[src/sv/mdpp_pkg.sv]
// Package with the types, character codes and name tables of the descriptor parser.
`timescale 1ns / 1ps

package mdpp_pkg;

    // Parser phases.
    localparam logic [1:0] PH_SEEK  = 2'd0;
    localparam logic [1:0] PH_PARAM = 2'd1;
    localparam logic [1:0] PH_NAME  = 2'd2;
    localparam logic [1:0] PH_DRAIN = 2'd3;

    // Descriptor characters.
    localparam logic [7:0] CH_NUL    = 8'h00;
    localparam logic [7:0] CH_LPAREN = 8'h28;
    localparam logic [7:0] CH_RPAREN = 8'h29;
    localparam logic [7:0] CH_SEMI   = 8'h3B;
    localparam logic [7:0] CH_LBRACK = 8'h5B;
    localparam logic [7:0] CH_Z      = 8'h5A;
    localparam logic [7:0] CH_B      = 8'h42;
    localparam logic [7:0] CH_C      = 8'h43;
    localparam logic [7:0] CH_S      = 8'h53;
    localparam logic [7:0] CH_I      = 8'h49;
    localparam logic [7:0] CH_J      = 8'h4A;
    localparam logic [7:0] CH_F      = 8'h46;
    localparam logic [7:0] CH_D      = 8'h44;
    localparam logic [7:0] CH_L      = 8'h4C;

    // Type codes.
    localparam logic [3:0] TC_Z      = 4'd0;
    localparam logic [3:0] TC_B      = 4'd1;
    localparam logic [3:0] TC_C      = 4'd2;
    localparam logic [3:0] TC_S      = 4'd3;
    localparam logic [3:0] TC_I      = 4'd4;
    localparam logic [3:0] TC_J      = 4'd5;
    localparam logic [3:0] TC_F      = 4'd6;
    localparam logic [3:0] TC_D      = 4'd7;
    localparam logic [3:0] TC_STRING = 4'd8;
    localparam logic [3:0] TC_CLASS  = 4'd9;
    localparam logic [3:0] TC_OBJECT = 4'd10;

    // End reasons.
    localparam logic [2:0] ER_CLOSE_PAREN   = 3'd0;
    localparam logic [2:0] ER_BEFORE_PAREN  = 3'd1;
    localparam logic [2:0] ER_NO_OPEN_PAREN = 3'd2;
    localparam logic [2:0] ER_BAD_LETTER    = 3'd3;
    localparam logic [2:0] ER_UNTERMINATED  = 3'd4;

    localparam logic [4:0] LEN_STRING = 5'd16;
    localparam logic [4:0] LEN_CLASS  = 5'd15;
    localparam logic [4:0] POS_MAX    = 5'd31;

    typedef struct packed {
        logic [1:0] phase;
        logic       seen_bracket;
        logic [4:0] match_pos;
        logic       still_string;
        logic       still_class;
    } t_state;

    typedef struct packed {
        logic       is_end;
        logic [3:0] type_code;
        logic       array_flag;
        logic [2:0] end_reason;
    } t_result;

    // Characters of "java/lang/String".
    function automatic logic [7:0] string_char(input logic [3:0] idx);
        logic [7:0] ch;
        case (idx)
            4'd0:    ch = 8'h6A; // j
            4'd1:    ch = 8'h61; // a
            4'd2:    ch = 8'h76; // v
            4'd3:    ch = 8'h61; // a
            4'd4:    ch = 8'h2F; // /
            4'd5:    ch = 8'h6C; // l
            4'd6:    ch = 8'h61; // a
            4'd7:    ch = 8'h6E; // n
            4'd8:    ch = 8'h67; // g
            4'd9:    ch = 8'h2F; // /
            4'd10:   ch = 8'h53; // S
            4'd11:   ch = 8'h74; // t
            4'd12:   ch = 8'h72; // r
            4'd13:   ch = 8'h69; // i
            4'd14:   ch = 8'h6E; // n
            default: ch = 8'h67; // g
        endcase
        return ch;
    endfunction

    // Characters of "java/lang/Class"; the last index is never compared.
    function automatic logic [7:0] class_char(input logic [3:0] idx);
        logic [7:0] ch;
        case (idx)
            4'd0:    ch = 8'h6A;
            4'd1:    ch = 8'h61;
            4'd2:    ch = 8'h76;
            4'd3:    ch = 8'h61;
            4'd4:    ch = 8'h2F;
            4'd5:    ch = 8'h6C;
            4'd6:    ch = 8'h61;
            4'd7:    ch = 8'h6E;
            4'd8:    ch = 8'h67;
            4'd9:    ch = 8'h2F;
            4'd10:   ch = 8'h43; // C
            4'd11:   ch = 8'h6C; // l
            4'd12:   ch = 8'h61; // a
            4'd13:   ch = 8'h73; // s
            4'd14:   ch = 8'h73; // s
            default: ch = 8'h00;
        endcase
        return ch;
    endfunction

endpackage

[src/sv/method_descriptor_param_parser.sv]
// Top level of the method descriptor parameter parser.
`timescale 1ns / 1ps
// A byte that produces an item shows it on the outputs in the cycle after the byte is accepted.
// Throughput: one byte per cycle; a request is taken whenever the output register is
// empty or is being emptied in the same cycle, so the output ready sets the pace.
// Reset (synchronous, active low) empties the output register and returns the parser
// to seeking the open parenthesis with cleared parameter tracking.

module method_descriptor_param_parser (
    input  logic       i_clk,
    input  logic       i_rst_n,
    input  logic       i_valid,
    output logic       o_ready,
    input  logic [7:0] i_char_in,
    output logic       o_valid,
    input  logic       i_ready,
    output logic       o_is_end,
    output logic [3:0] o_type_code,
    output logic       o_array_flag,
    output logic [2:0] o_end_reason
);

    // Parser state: phase, bracket flag and the running class-name match.
    mdpp_pkg::t_state  r_state;
    mdpp_pkg::t_state  n_state;

    // Output register holding one finished item until the consumer takes it.
    logic              r_out_valid;
    mdpp_pkg::t_result r_out;

    logic              w_emit;
    mdpp_pkg::t_result w_result;
    logic              w_accept;

    // The output register frees up in the same cycle it is read, so a new
    // request can be taken every cycle while the consumer keeps up.
    assign o_ready  = !r_out_valid || i_ready;
    assign w_accept = i_valid && o_ready;

    mdpp_step u_step (
        .i_state  (r_state),
        .i_char   (i_char_in),
        .o_state  (n_state),
        .o_emit   (w_emit),
        .o_result (w_result)
    );

    // State moves only on an accepted byte; bytes that emit nothing still
    // advance it.
    always_ff @(posedge i_clk) begin
        if (!i_rst_n) begin
            r_state.phase        <= mdpp_pkg::PH_SEEK;
            r_state.seen_bracket <= 1'b0;
            r_state.match_pos    <= '0;
            r_state.still_string <= 1'b1;
            r_state.still_class  <= 1'b1;
        end else if (w_accept) begin
            r_state <= n_state;
        end
    end

    // Valid bit of the output register: set by an accepted byte that emits,
    // cleared when the consumer takes the item and nothing replaces it.
    always_ff @(posedge i_clk) begin
        if (!i_rst_n) begin
            r_out_valid <= 1'b0;
        end else if (w_accept) begin
            r_out_valid <= w_emit;
        end else if (i_ready) begin
            r_out_valid <= 1'b0;
        end
    end

    // Payload needs no reset; it only loads with a new item.
    always_ff @(posedge i_clk) begin
        if (w_accept && w_emit) begin
            r_out <= w_result;
        end
    end

    assign o_valid      = r_out_valid;
    assign o_is_end     = r_out.is_end;
    assign o_type_code  = r_out.type_code;
    assign o_array_flag = r_out.array_flag;
    assign o_end_reason = r_out.end_reason;

endmodule

[src/sv/mdpp_step.sv]
// Next-state and result logic of the descriptor parser for one byte.
`timescale 1ns / 1ps

module mdpp_step (
    input  mdpp_pkg::t_state  i_state,
    input  logic [7:0]        i_char,
    output mdpp_pkg::t_state  o_state,
    output logic              o_emit,
    output mdpp_pkg::t_result o_result
);

    logic       w_param;
    logic [3:0] w_code;
    logic       w_end;
    logic [2:0] w_reason;
    logic [1:0] w_end_phase;
    logic       w_letter;
    logic [3:0] w_letter_code;
    logic [3:0] w_name_code;

    // Primitive type letter decode.
    always_comb begin
        w_letter      = 1'b1;
        w_letter_code = mdpp_pkg::TC_Z;
        unique case (i_char)
            mdpp_pkg::CH_Z: w_letter_code = mdpp_pkg::TC_Z;
            mdpp_pkg::CH_B: w_letter_code = mdpp_pkg::TC_B;
            mdpp_pkg::CH_C: w_letter_code = mdpp_pkg::TC_C;
            mdpp_pkg::CH_S: w_letter_code = mdpp_pkg::TC_S;
            mdpp_pkg::CH_I: w_letter_code = mdpp_pkg::TC_I;
            mdpp_pkg::CH_J: w_letter_code = mdpp_pkg::TC_J;
            mdpp_pkg::CH_F: w_letter_code = mdpp_pkg::TC_F;
            mdpp_pkg::CH_D: w_letter_code = mdpp_pkg::TC_D;
            default:        w_letter      = 1'b0;
        endcase
    end

    always_comb begin
        if (i_state.still_string && i_state.match_pos == mdpp_pkg::LEN_STRING) begin
            w_name_code = mdpp_pkg::TC_STRING;
        end else if (i_state.still_class && i_state.match_pos == mdpp_pkg::LEN_CLASS) begin
            w_name_code = mdpp_pkg::TC_CLASS;
        end else begin
            w_name_code = mdpp_pkg::TC_OBJECT;
        end
    end

    always_comb begin
        o_state     = i_state;
        w_param     = 1'b0;
        w_code      = mdpp_pkg::TC_Z;
        w_end       = 1'b0;
        w_reason    = mdpp_pkg::ER_CLOSE_PAREN;
        w_end_phase = mdpp_pkg::PH_SEEK;

        unique case (i_state.phase)
            mdpp_pkg::PH_SEEK: begin
                if (i_char == mdpp_pkg::CH_NUL) begin
                    w_end    = 1'b1;
                    w_reason = mdpp_pkg::ER_NO_OPEN_PAREN;
                end else if (i_char == mdpp_pkg::CH_LPAREN) begin
                    o_state.phase = mdpp_pkg::PH_PARAM;
                end
            end
            mdpp_pkg::PH_PARAM: begin
                if (i_char == mdpp_pkg::CH_NUL) begin
                    w_end    = 1'b1;
                    w_reason = mdpp_pkg::ER_BEFORE_PAREN;
                end else if (i_char == mdpp_pkg::CH_LBRACK) begin
                    o_state.seen_bracket = 1'b1;
                end else if (i_char == mdpp_pkg::CH_RPAREN) begin
                    w_end       = 1'b1;
                    w_end_phase = mdpp_pkg::PH_DRAIN;
                    w_reason    = i_state.seen_bracket ? mdpp_pkg::ER_BAD_LETTER
                                                       : mdpp_pkg::ER_CLOSE_PAREN;
                end else if (w_letter) begin
                    w_param = 1'b1;
                    w_code  = w_letter_code;
                end else if (i_char == mdpp_pkg::CH_L) begin
                    o_state.phase        = mdpp_pkg::PH_NAME;
                    o_state.match_pos    = '0;
                    o_state.still_string = 1'b1;
                    o_state.still_class  = 1'b1;
                end else begin
                    w_end       = 1'b1;
                    w_end_phase = mdpp_pkg::PH_DRAIN;
                    w_reason    = mdpp_pkg::ER_BAD_LETTER;
                end
            end
            mdpp_pkg::PH_NAME: begin
                if (i_char == mdpp_pkg::CH_NUL) begin
                    w_end    = 1'b1;
                    w_reason = mdpp_pkg::ER_UNTERMINATED;
                end else if (i_char == mdpp_pkg::CH_SEMI) begin
                    w_param       = 1'b1;
                    w_code        = w_name_code;
                    o_state.phase = mdpp_pkg::PH_PARAM;
                end else begin
                    if (i_state.match_pos >= mdpp_pkg::LEN_STRING ||
                        mdpp_pkg::string_char(i_state.match_pos[3:0]) != i_char) begin
                        o_state.still_string = 1'b0;
                    end
                    if (i_state.match_pos >= mdpp_pkg::LEN_CLASS ||
                        mdpp_pkg::class_char(i_state.match_pos[3:0]) != i_char) begin
                        o_state.still_class = 1'b0;
                    end
                    if (i_state.match_pos < mdpp_pkg::POS_MAX) begin
                        o_state.match_pos = i_state.match_pos + 5'd1;
                    end
                end
            end
            default: begin
                if (i_char == mdpp_pkg::CH_NUL) begin
                    o_state.phase = mdpp_pkg::PH_SEEK;
                end
            end
        endcase

        // Any emitted item starts the next parameter from a clean slate.
        if (w_param || w_end) begin
            o_state.seen_bracket = 1'b0;
            o_state.match_pos    = '0;
            o_state.still_string = 1'b1;
            o_state.still_class  = 1'b1;
        end
        if (w_end) begin
            o_state.phase = w_end_phase;
        end
    end

    assign o_emit              = w_param || w_end;
    assign o_result.is_end     = w_end;
    assign o_result.type_code  = w_param ? w_code : mdpp_pkg::TC_Z;
    assign o_result.array_flag = w_param && i_state.seen_bracket;
    assign o_result.end_reason = w_end ? w_reason : mdpp_pkg::ER_CLOSE_PAREN;

endmodule

[config.mk]
export PLATFORM = sky130hd
export DESIGN_NAME = method_descriptor_param_parser
export DESIGN_NICKNAME = d
export VERILOG_FILES = /design/src/sv/mdpp_pkg.sv /design/src/sv/method_descriptor_param_parser.sv /design/src/sv/mdpp_step.sv
export SDC_FILE = /design/constraint.sdc
export NUM_CORES = 1
export LEC_CHECK = 0
export ABC_AREA = 0
export BUFFER_PORTS_ARGS = -buffer_cell sky130_fd_sc_hd__buf_4
export CORE_MARGIN = 3
export CORE_UTILIZATION = 64
export CTS_CLUSTER_DIAMETER = 60
export CTS_CLUSTER_SIZE = 16
export DETAILED_ROUTE_END_ITERATION = 10
export PLACE_DENSITY = 0.95
export SKIP_CTS_REPAIR_TIMING = 1
export SLEW_MARGIN = 20
export SYNTH_ARGS = -nofsm -noshare
export SYNTH_HDL_FRONTEND = slang
export SYNTH_SLANG_ARGS = --single-unit
[constraint.sdc]
create_clock -name i_clk -period 7.77 [get_ports i_clk]
set_input_delay 1.1655 -clock i_clk [delete_from_list [all_inputs] [get_ports i_clk]]
set_output_delay 1.1655 -clock i_clk [all_outputs]
set_load 0.02 [all_outputs]
==> impl_metrics.json, run 1 <==
{
  "cts_inserted_buffers": 5,
  "netlist_area_um2": 2490,
  "start_util_pct": 67.1,
  "worst_path_max_delay_cell": "nor4_4",
  "die_w_um": 68.4,
  "gr-usage-all-layers_pct": 26.5,
  "relSlewSlack_pct": 33.2,
  "areaGrowthSynthToFinish_pct": 8.84,
  "vias_per_cell": 6.23,
  "cts.htree.levels": 2,
  "fmax_mhz": 241,
  "grt_max_degree": 18,
  "whs_ns": 0.539,
  "p_per_area_nw_per_um2": 180,
  "grt_pass1_wl_um": 9270,
  "netlist_instances": 274,
  "path_class": "in2reg",
  "cp_cell_sequence": "buf_4, nor4bb_1, nand2b_1, and3_1, nor4_4, a32oi_1, o21ai_0, and2_1, inv_1, ha_1, inv_1, a221oi_1, a311o_1",
  "antenna_found_initial": 0,
  "root_buffer": "clkbuf_8",
  "fp.coreArea_um2": 3720,
  "yosysSeqAreaShare_pct": 30.9,
  "rsz0062_at_grt": "no",
  "skew_ns": 0.00812,
  "path_clk_slew_ns": 0.06,
  "synth-seq-cells": 34,
  "drt_iter0_markers": 251,
  "pwr-share-comb_pct": 32.9,
  "finalHoldViolations": 0,
  "p_switching_mw": 0.166,
  "cp.arrival_ns": 4.38,
  "n_antenna_cell": 0,
  "cp_data_required_time_ns": 7.99,
  "drc": 0,
  "fin_crit_ns": 4.16,
  "multi_input_area_um2": 1570,
  "dr.pass1.iters": 4,
  "seqCellArea_um2": 771,
  "hpwl_um": 4390,
  "netSwitchingFraction_pct": 34.0,
  "ys_async_sr_fraction_pct": 0,
  "power.internal_mw": 0.323,
  "fp-row-count": 22,
  "die-area_um2": 4680,
  "synth.avg_cell_area_um2": 9.10,
  "routed_wl_um": 5670,
  "portBuffers": 22,
  "hp-class": "reg2reg",
  "drive_gt1_share_pct": 16.4,
  "cp-start-kind": "input port",
  "layout.nets": 319,
  "synth_top_flop_cell": "dfxtp_1",
  "routedWlPerCell_um": 16.6,
  "yosys.cell_types.count": 68,
  "synth_top_area_share_pct": 20.1,
  "slew_violations": 0,
  "finalSetupTns_ns": 0,
  "grt_overflow": 0,
  "synth_edf_count": 9,
  "cp_common_cell": "inv_1",
  "vias": 2124,
  "p_leak_nw": 1.03,
  "gp_congestion": 0.924,
  "worstMarginPinSlew_ns": 1.00,
  "ys_top_cells_by_area": "dfxtp_1 (20%), edfxtp_1 (11%), ha_1 (7.5%), xor2_1 (3.2%), nor2_1 (2.9%)",
  "endpoint_kind": "flip-flop",
  "synth.most_common_cell": "dfxtp_1",
  "setup_viol": 0,
  "max_stage_delay_ns": 0.43,
  "clk_path_buf_depth": 2,
  "drv_cap": 0,
  "period_share_pct": 53.5,
  "pin_count": 23,
  "cts_num_sinks": 34,
  "ir_drop_v": 0.0000978,
  "clk_latency_ns": 0.28,
  "ant_nets": 0,
  "synth_top_cell_by_area": "dfxtp_1",
  "synth_commonest_cells": "dfxtp_1 (25), nor2_1 (19), inv_1 (16), ha_1 (15), nand2_1 (15)",
  "synth_warnings": 0,
  "cts_tree": "built",
  "syn_nets": 301,
  "die_h_um": 68.4,
  "status": "complete, no violations",
  "clkPwrFrac_pct": 24.5,
  "critPathMaxFanout": 17,
  "seqPwrFrac_pct": 42.5,
  "grt_pass1_vias": 2037,
  "n_fill_cell": 293
}
## worst paths after layout
path	slack [ns]	startpoint	end	depth (start not counted)
worst min register to register	0.54	r_state[0]	r_state[0]	2
worst max register to register	4.12	r_state[9]	flip-flop	14
worst max-delay path	3.61	i_char_in[3]	flip-flop	13
worst min-delay path	0.54	r_state[0]	r_state[0]	2
## placed cells by master (no fill, tap or decap), types with 4 or more instances in the layout
master / instances
mux2i_1: 6
inv_1: 16
clkbuf_8: 5
edfxtp_1: 9
nand2b_1: 10
xor2_1: 9
and3_1: 8
a21oi_1: 10
and2_1: 9
nor3_1: 8
nor2_1: 19
dfxtp_1: 25
nor3b_1: 4
ha_1: 15
xnor2_1: 6
nand3_1: 12
nand2_1: 15
buf_4: 22
o21ai_0: 10
o31ai_1: 4
## kinds of logic (layout without fill, tap and decap cells)
kind of cell               count (synthesis)  after routing  synth area share, %
DFF                                       34             34                 30.9
muxes                                      8              8                 3.46
xor gates and xnor gates                  15             15                 5.27
and+or+nand+nor                          113            113                 27.8
buffers and inverters                     29             48                 6.17
AOI/OAI and AO/OA                         60             60                 18.8
adders and majority gates                 15             15                 7.53
## worst max-delay path, delay by kind of cell
| kind | cells | cell delay [ns] |
|---|---|---|
| AOI/OAI and AO/OA | 4 | 1.07 |
| adders and majority gates | 1 | 0.35 |
| and+or+nand+nor | 5 | 1.43 |
| buffers and inverters | 3 | 0.35 |
## power groups by stage
stage          combinational, mW  sequential, mW  clock, mW
6_report                   0.161           0.208      0.120
5_1_grt                    0.174           0.209      0.133
4_1_cts                    0.159           0.208      0.123
3_3_place_gp               0.154           0.210          0
3_5_place_dp               0.158           0.212          0
2_1_floorplan              0.110           0.220          0
## layout make-up
class / instances / area share [%]
clock buffers: 6 / 2.68
clock inverters: 2 / 0.323
inverters: 18 / 2.49
multi-input cells: 211 / 57.8
flip-flops and latches: 34 / 28.4
well taps: 48 / 2.21
repair buffers: 22 / 6.09
## layer usage
metal	global-route usage [%]	wire, um	part of all wire, %	vias up
li1	-	-	-	1031
met1	29.7	2280	40	1011
met2	47.7	3000	53	72
met3	4.93	281	5.0	10
met4	12.2	109	1.9	0
met5	0	0	0	-
## per-stage QoR
stage / util [%] / std cells / power (mW) / cell area, um^2 / worst slack (ns)
final: 73.0 / 341 / 0.489 / 2710 / 3.61
after floorplan: - / 274 / 0.330 / 2490 / 3.81
after global placement: 70.8 / 333 / 0.364 / 2630 / 3.49
after global routing: 73.0 / 341 / 0.516 / 2710 / 3.28
after detailed placement: 70.8 / 333 / 0.369 / 2630 / 3.36
after CTS: 73.0 / 341 / 0.490 / 2710 / 3.64
Power figures use the tool's default switching activity.
==> run 2, diff against run 1 <==
--- a/config.mk
+++ b/config.mk
@@ -8,11 +8,11 @@
 export ABC_AREA = 0
 export BUFFER_PORTS_ARGS = -buffer_cell sky130_fd_sc_hd__buf_4
 export CORE_MARGIN = 3
-export CORE_UTILIZATION = 64
+export CORE_UTILIZATION = 54
 export CTS_CLUSTER_DIAMETER = 60
 export CTS_CLUSTER_SIZE = 16
 export DETAILED_ROUTE_END_ITERATION = 10
-export PLACE_DENSITY = 0.95
+export PLACE_DENSITY = 0.86
 export SKIP_CTS_REPAIR_TIMING = 1
 export SLEW_MARGIN = 20
 export SYNTH_ARGS = -nofsm -noshare
==> constraint.sdc (replaced) <==
create_clock -name i_clk -period 3.7 [get_ports i_clk]
set_input_delay 0.555 -clock i_clk [delete_from_list [all_inputs] [get_ports i_clk]]
set_output_delay 0.555 -clock i_clk [all_outputs]
set_load 0.02 [all_outputs]
==> impl_metrics.json, run 2 (synthesized netlist as in run 1, its figures left out) <==
{
  "status": "complete, no violations",
  "gr-usage-all-layers_pct": 22.7,
  "final_common_cell": "buf_4",
  "skew_ns": 0.00575,
  "top_layer": "met4",
  "hp-class": "reg2reg",
  "areaGrowthSynthToFinish_pct": 11.7,
  "drt-met1-wl_um": 2380,
  "vias_per_cell": 6.13,
  "worstMarginPinSlew_ns": 0.567,
  "cp_common_cell": "inv_1",
  "whs_endpoint": "r_state[1]",
  "drc": 0,
  "finalSetupTns_ns": 0,
  "routed_wl_um": 5790,
  "critical_path_buf_inv_count": 2,
  "path_class": "reg2reg",
  "cts_tree": "built",
  "clk_latency_ns": 0.29,
  "setup_viol": 0,
  "hp-start": "r_state[1]",
  "ir_drop_v": 0.000261,
  "fin_crit_ns": 3.41,
  "drt_iter0_markers": 152,
  "hold_depth": 2,
  "p_leak_nw": 1.06,
  "antenna_found_initial": 0,
  "rrSetupSlack_ns": 0.29,
  "drv_cap": 0,
  "path_delay_family": "compound AO/OA/AOI/OAI gates",
  "period_share_pct": 92.3,
  "pin_count": 23,
  "fmax_mhz": 293,
  "layout.nets": 325,
  "drive_gt1_share_pct": 19.4,
  "start_util_pct": 56.5,
  "routedWlPerCell_um": 16.5,
  "seqCellArea_um2": 771,
  "die_h_um": 73.9,
  "die_w_um": 73.9,
  "worst_path_max_delay_cell": "or4_4",
  "final_cell_mix": "buf_4 (28), dfxtp_1 (25), nor2_1 (19)",
  "finalPower_mw": 1.07,
  "r2r_cells": 12,
  "n_fill_cell": 364,
  "cp-start-kind": "flip-flop",
  "reg2reg_from": "r_state[9]",
  "max_stage_delay_ns": 0.58,
  "fp.coreArea_um2": 4410,
  "fp-row-count": 24,
  "endpoint_kind": "flip-flop",
  "slew_violations": 0,
  "vias": 2151,
  "multi_input_area_um2": 1580,
  "p_per_area_nw_per_um2": 383,
  "hpwl_um": 4420,
  "finalHoldViolations": 0,
  "ant_nets": 0,
  "whs_ns": 0.517,
  "grt_pass1_wl_um": 9520,
  "dr.pass1.iters": 4,
  "grt_max_degree": 18,
  "die-area_um2": 5470,
  "path_clk_slew_ns": 0.07,
  "final_area_um2": 2790,
  "met3_length_um": 222,
  "postPlaceCellArea_um2": 2670,
  "rsz0062_at_grt": "no",
  "grt_pass1_vias": 2080,
  "relSlewSlack_pct": 61.9,
  "cp_data_required_time_ns": 3.93,
  "root_buffer": "clkbuf_8",
  "critPathMaxFanout": 6,
  "wl_met2_um": 2960,
  "worstSetupPathDepth": 12,
  "grt_overflow": 0,
  "n_antenna_cell": 0,
  "dp.cells": 342,
  "instances_no_fill": 351,
  "cp_cell_sequence": "ha_2, inv_1, or4_4, o31ai_4, o21bai_4, a32oi_1, mux2i_1, and2_1, ha_1, inv_1, a221oi_1, a311o_1",
  "clk_path_buf_depth": 2,
  "cp.arrival_ns": 3.65,
  "portBuffers": 22,
  "cts.htree.levels": 2,
  "cts_inserted_buffers": 5,
  "gp_congestion": 0.908,
  "cts_num_sinks": 34
}
run 2: changes by cell type in the layout (fill, tap and decap cells not counted):
cell / previous run / this run
buf_4: 22 / 28
clkbuf_1: 1 / 0
clkbuf_8: 5 / 6
clkinv_1: 1 / 0
ha_1: 15 / 14
ha_2: 0 / 1
inv_4: 0 / 1
o21ai_0: 10 / 9
o21ai_1: 3 / 4
o41ai_1: 1 / 0
o41ai_2: 0 / 1
run 2: layout make-up:
type                    instances  area share, %
multi-input cells             211           56.6
flip-flops and latches         34           27.7
repair buffers                 28           7.55
clock buffers                   6           2.96
inverters                      18           2.43
well taps                      52           2.34
clock inverters                 2          0.404
run 2: stage by stage:
step	utilization (%)	setup slack, ns
after floorplan	-	0.346
after global placement	60.6	0.154
after detailed placement	60.6	-0.0639
after CTS	62.7	0.168
after global routing	63.1	0.0180
final	63.1	0.286
run 2: metal layers:
metal / vias to the layer above / global-route usage, %
li1: 1048 / -
met1: 1006 / 25.6
met2: 71 / 39.5
met3: 26 / 4.59
met4: 0 / 13.7
met5: - / 0
run 2: worst max path at each step:
stage | start | to | slack, ns
6_report | r_state[9] | flip-flop | 0.29
3_5_place_dp | i_char_in[3] | flip-flop | -0.06
2_1_floorplan | i_char_in[1] | flip-flop | 0.35
5_1_grt | r_state[9] | flip-flop | 0.02
4_1_cts | r_state[9] | flip-flop | 0.17
3_3_place_gp | i_char_in[2] | flip-flop | 0.15
run 2: tightest hold or removal path: stages (launching register included):
cell and delay, ns:
dfxtp_1 0.31, o21ai_0 0.07, o211ai_1 0.08
run 2: power breakdown:
part	switching [mW]	internal, mW	total [mW]
Clock	0.138	0.150	0.288
Sequential	0.0151	0.420	0.435
Combinational	0.210	0.133	0.343
==> run 3, diff against run 2 <==
==> constraint.sdc (replaced) <==
create_clock -name i_clk -period 3.7 [get_ports i_clk]
set_input_delay 0.185 -clock i_clk [delete_from_list [all_inputs] [get_ports i_clk]]
set_output_delay 0.185 -clock i_clk [all_outputs]
set_load 0.02 [all_outputs]
==> impl_metrics.json, run 3 (synthesized netlist as in run 1, its figures left out) <==
{
  "status": "complete, no violations",
  "worst_path_max_delay_cell": "dfxtp_1",
  "grt_pass1_wl_um": 9290,
  "endpoint_kind": "flip-flop",
  "die_w_um": 73.9,
  "grt_pass1_vias": 2055,
  "grt_max_degree": 18,
  "routed_wl_um": 5610,
  "fp-row-count": 24,
  "p_per_area_nw_per_um2": 403,
  "ir_drop_v": 0.000202,
  "drive_gt1_share_pct": 18.0,
  "grt-busiest-layer": "met2",
  "r2r_cells": 14,
  "max_stage_delay_ns": 0.38,
  "reg2reg_from": "r_state[9]",
  "final_cell_mix": "dfxtp_1 (25), buf_4 (24), nor2_1 (19)",
  "relSlewSlack_pct": 60.4,
  "critPathMaxFanout": 7,
  "fmax_mhz": 292,
  "vias": 2145,
  "fin_crit_ns": 3.42,
  "root_buffer": "clkbuf_8",
  "drv_cap": 0,
  "met1_usage_pct": 25.4,
  "slew_violations": 0,
  "cts_inserted_buffers": 5,
  "cp-startpoint": "r_state[9]",
  "die-area_um2": 5470,
  "period_share_pct": 92.5,
  "routedWlPerCell_um": 16.2,
  "n_fill_cell": 374,
  "finalHoldViolations": 0,
  "portBuffers": 22,
  "drc": 0,
  "grt_overflow": 0,
  "cp_common_cell": "inv_1",
  "hp-class": "in2reg",
  "skew_ns": 0.00438,
  "setup_viol": 0,
  "pin_count": 23,
  "vias_per_cell": 6.18,
  "cp.arrival_ns": 3.65,
  "path_class": "reg2reg",
  "cp-start-kind": "flip-flop",
  "cts_tree": "built",
  "n_antenna_cell": 0,
  "finalSetupTns_ns": 0,
  "rrSetupSlack_ns": 0.28,
  "rsz0062_at_grt": "no",
  "cts.htree.levels": 2,
  "path_clk_slew_ns": 0.07,
  "layout.nets": 321,
  "use_met2_pct": 37.4,
  "dr.pass1.iters": 4,
  "clk_path_buf_depth": 2,
  "cts_num_sinks": 34,
  "drt_iter0_markers": 290,
  "ant_nets": 0,
  "clk_latency_ns": 0.29,
  "antenna_found_initial": 0,
  "die_h_um": 73.9,
  "p_leak_nw": 1.05,
  "start_util_pct": 56.5,
  "gr-usage-all-layers_pct": 21.9,
  "whs_ns": 0.184,
  "grtUsageMet3_pct": 5.68,
  "gp_congestion": 0.974,
  "cp_cell_sequence": "inv_1, ha_1, nand2b_1, a31oi_1, and3_1, nor4_4, a32oi_1, o21ai_1, and2_1, inv_1, ha_1, inv_1, a221oi_1, a311o_1",
  "worstMarginPinSlew_ns": 0.589,
  "final_common_cell": "dfxtp_1",
  "fp.coreArea_um2": 4410,
  "hpwl_um": 4250,
  "cp_data_required_time_ns": 3.93,
  "areaGrowthSynthToFinish_pct": 11.1
}
[run 3: metal layers]
layer	part of all wire, %	routed length [um]
met5	0	0
met4	2.7	153
met3	6.1	343
met2	51	2850
met1	40	2270
[run 3: power by group]
part / switching (mW) / internal (mW) / total (mW) / leakage (nW)
sequential: 0.0150 / 0.420 / 0.435 / 0.286
combinational: 0.210 / 0.133 / 0.342 / 0.707
clock: 0.137 / 0.201 / 0.338 / 0.0557
total: 0.362 / 0.754 / 1.12 / 1.05
[run 3: layout make-up]
class,count,area (um^2),area share (%)
clock buffers,6,72.6,2.62
well taps,52,65.1,2.35
clock inverters,2,36.3,1.31
inverters,18,67.6,2.44
flip-flops and latches,34,771,27.8
multi-input cells,211,1580,57.0
repair buffers,24,180,6.50
[run 3: worst min path at each step]
stage	to	startpoint	cells after the start	slack (ns)
final	flip-flop	i_rst_n	2	0.18
after global routing	flip-flop	i_rst_n	2	0.19
after CTS	flip-flop	i_rst_n	2	0.18
after detailed placement	flip-flop	i_rst_n	2	0.47
after global placement	flip-flop	i_rst_n	2	0.47
after floorplan	flip-flop	i_rst_n	2	0.33
[run 3: critical path: cells and delay by family, from the launching register on]
| family | cells | cell delay [ns] |
|---|---|---|
| AO/OA/AOI/OAI | 5 | 1.07 |
| AND/OR/NAND/NOR | 4 | 1.05 |
| adder cells (fa/ha/maj) | 2 | 0.61 |
| flip-flops | 1 | 0.38 |
| buffers and inverters | 3 | 0.25 |
[run 3: per-stage QoR]
step                      instance area (um^2)  setup slack [ns]  instances  total power [mW]  utilization, %
final                                     2770             0.279        347              1.12            62.8
after global routing                      2770            0.0189        347              1.17            62.8
after CTS                                 2750             0.175        346              1.10            62.4
after detailed placement                  2640             0.208        338             0.771            59.9
after global placement                    2640             0.389        338             0.765            59.9
after floorplan                           2490             0.630        274             0.693               -
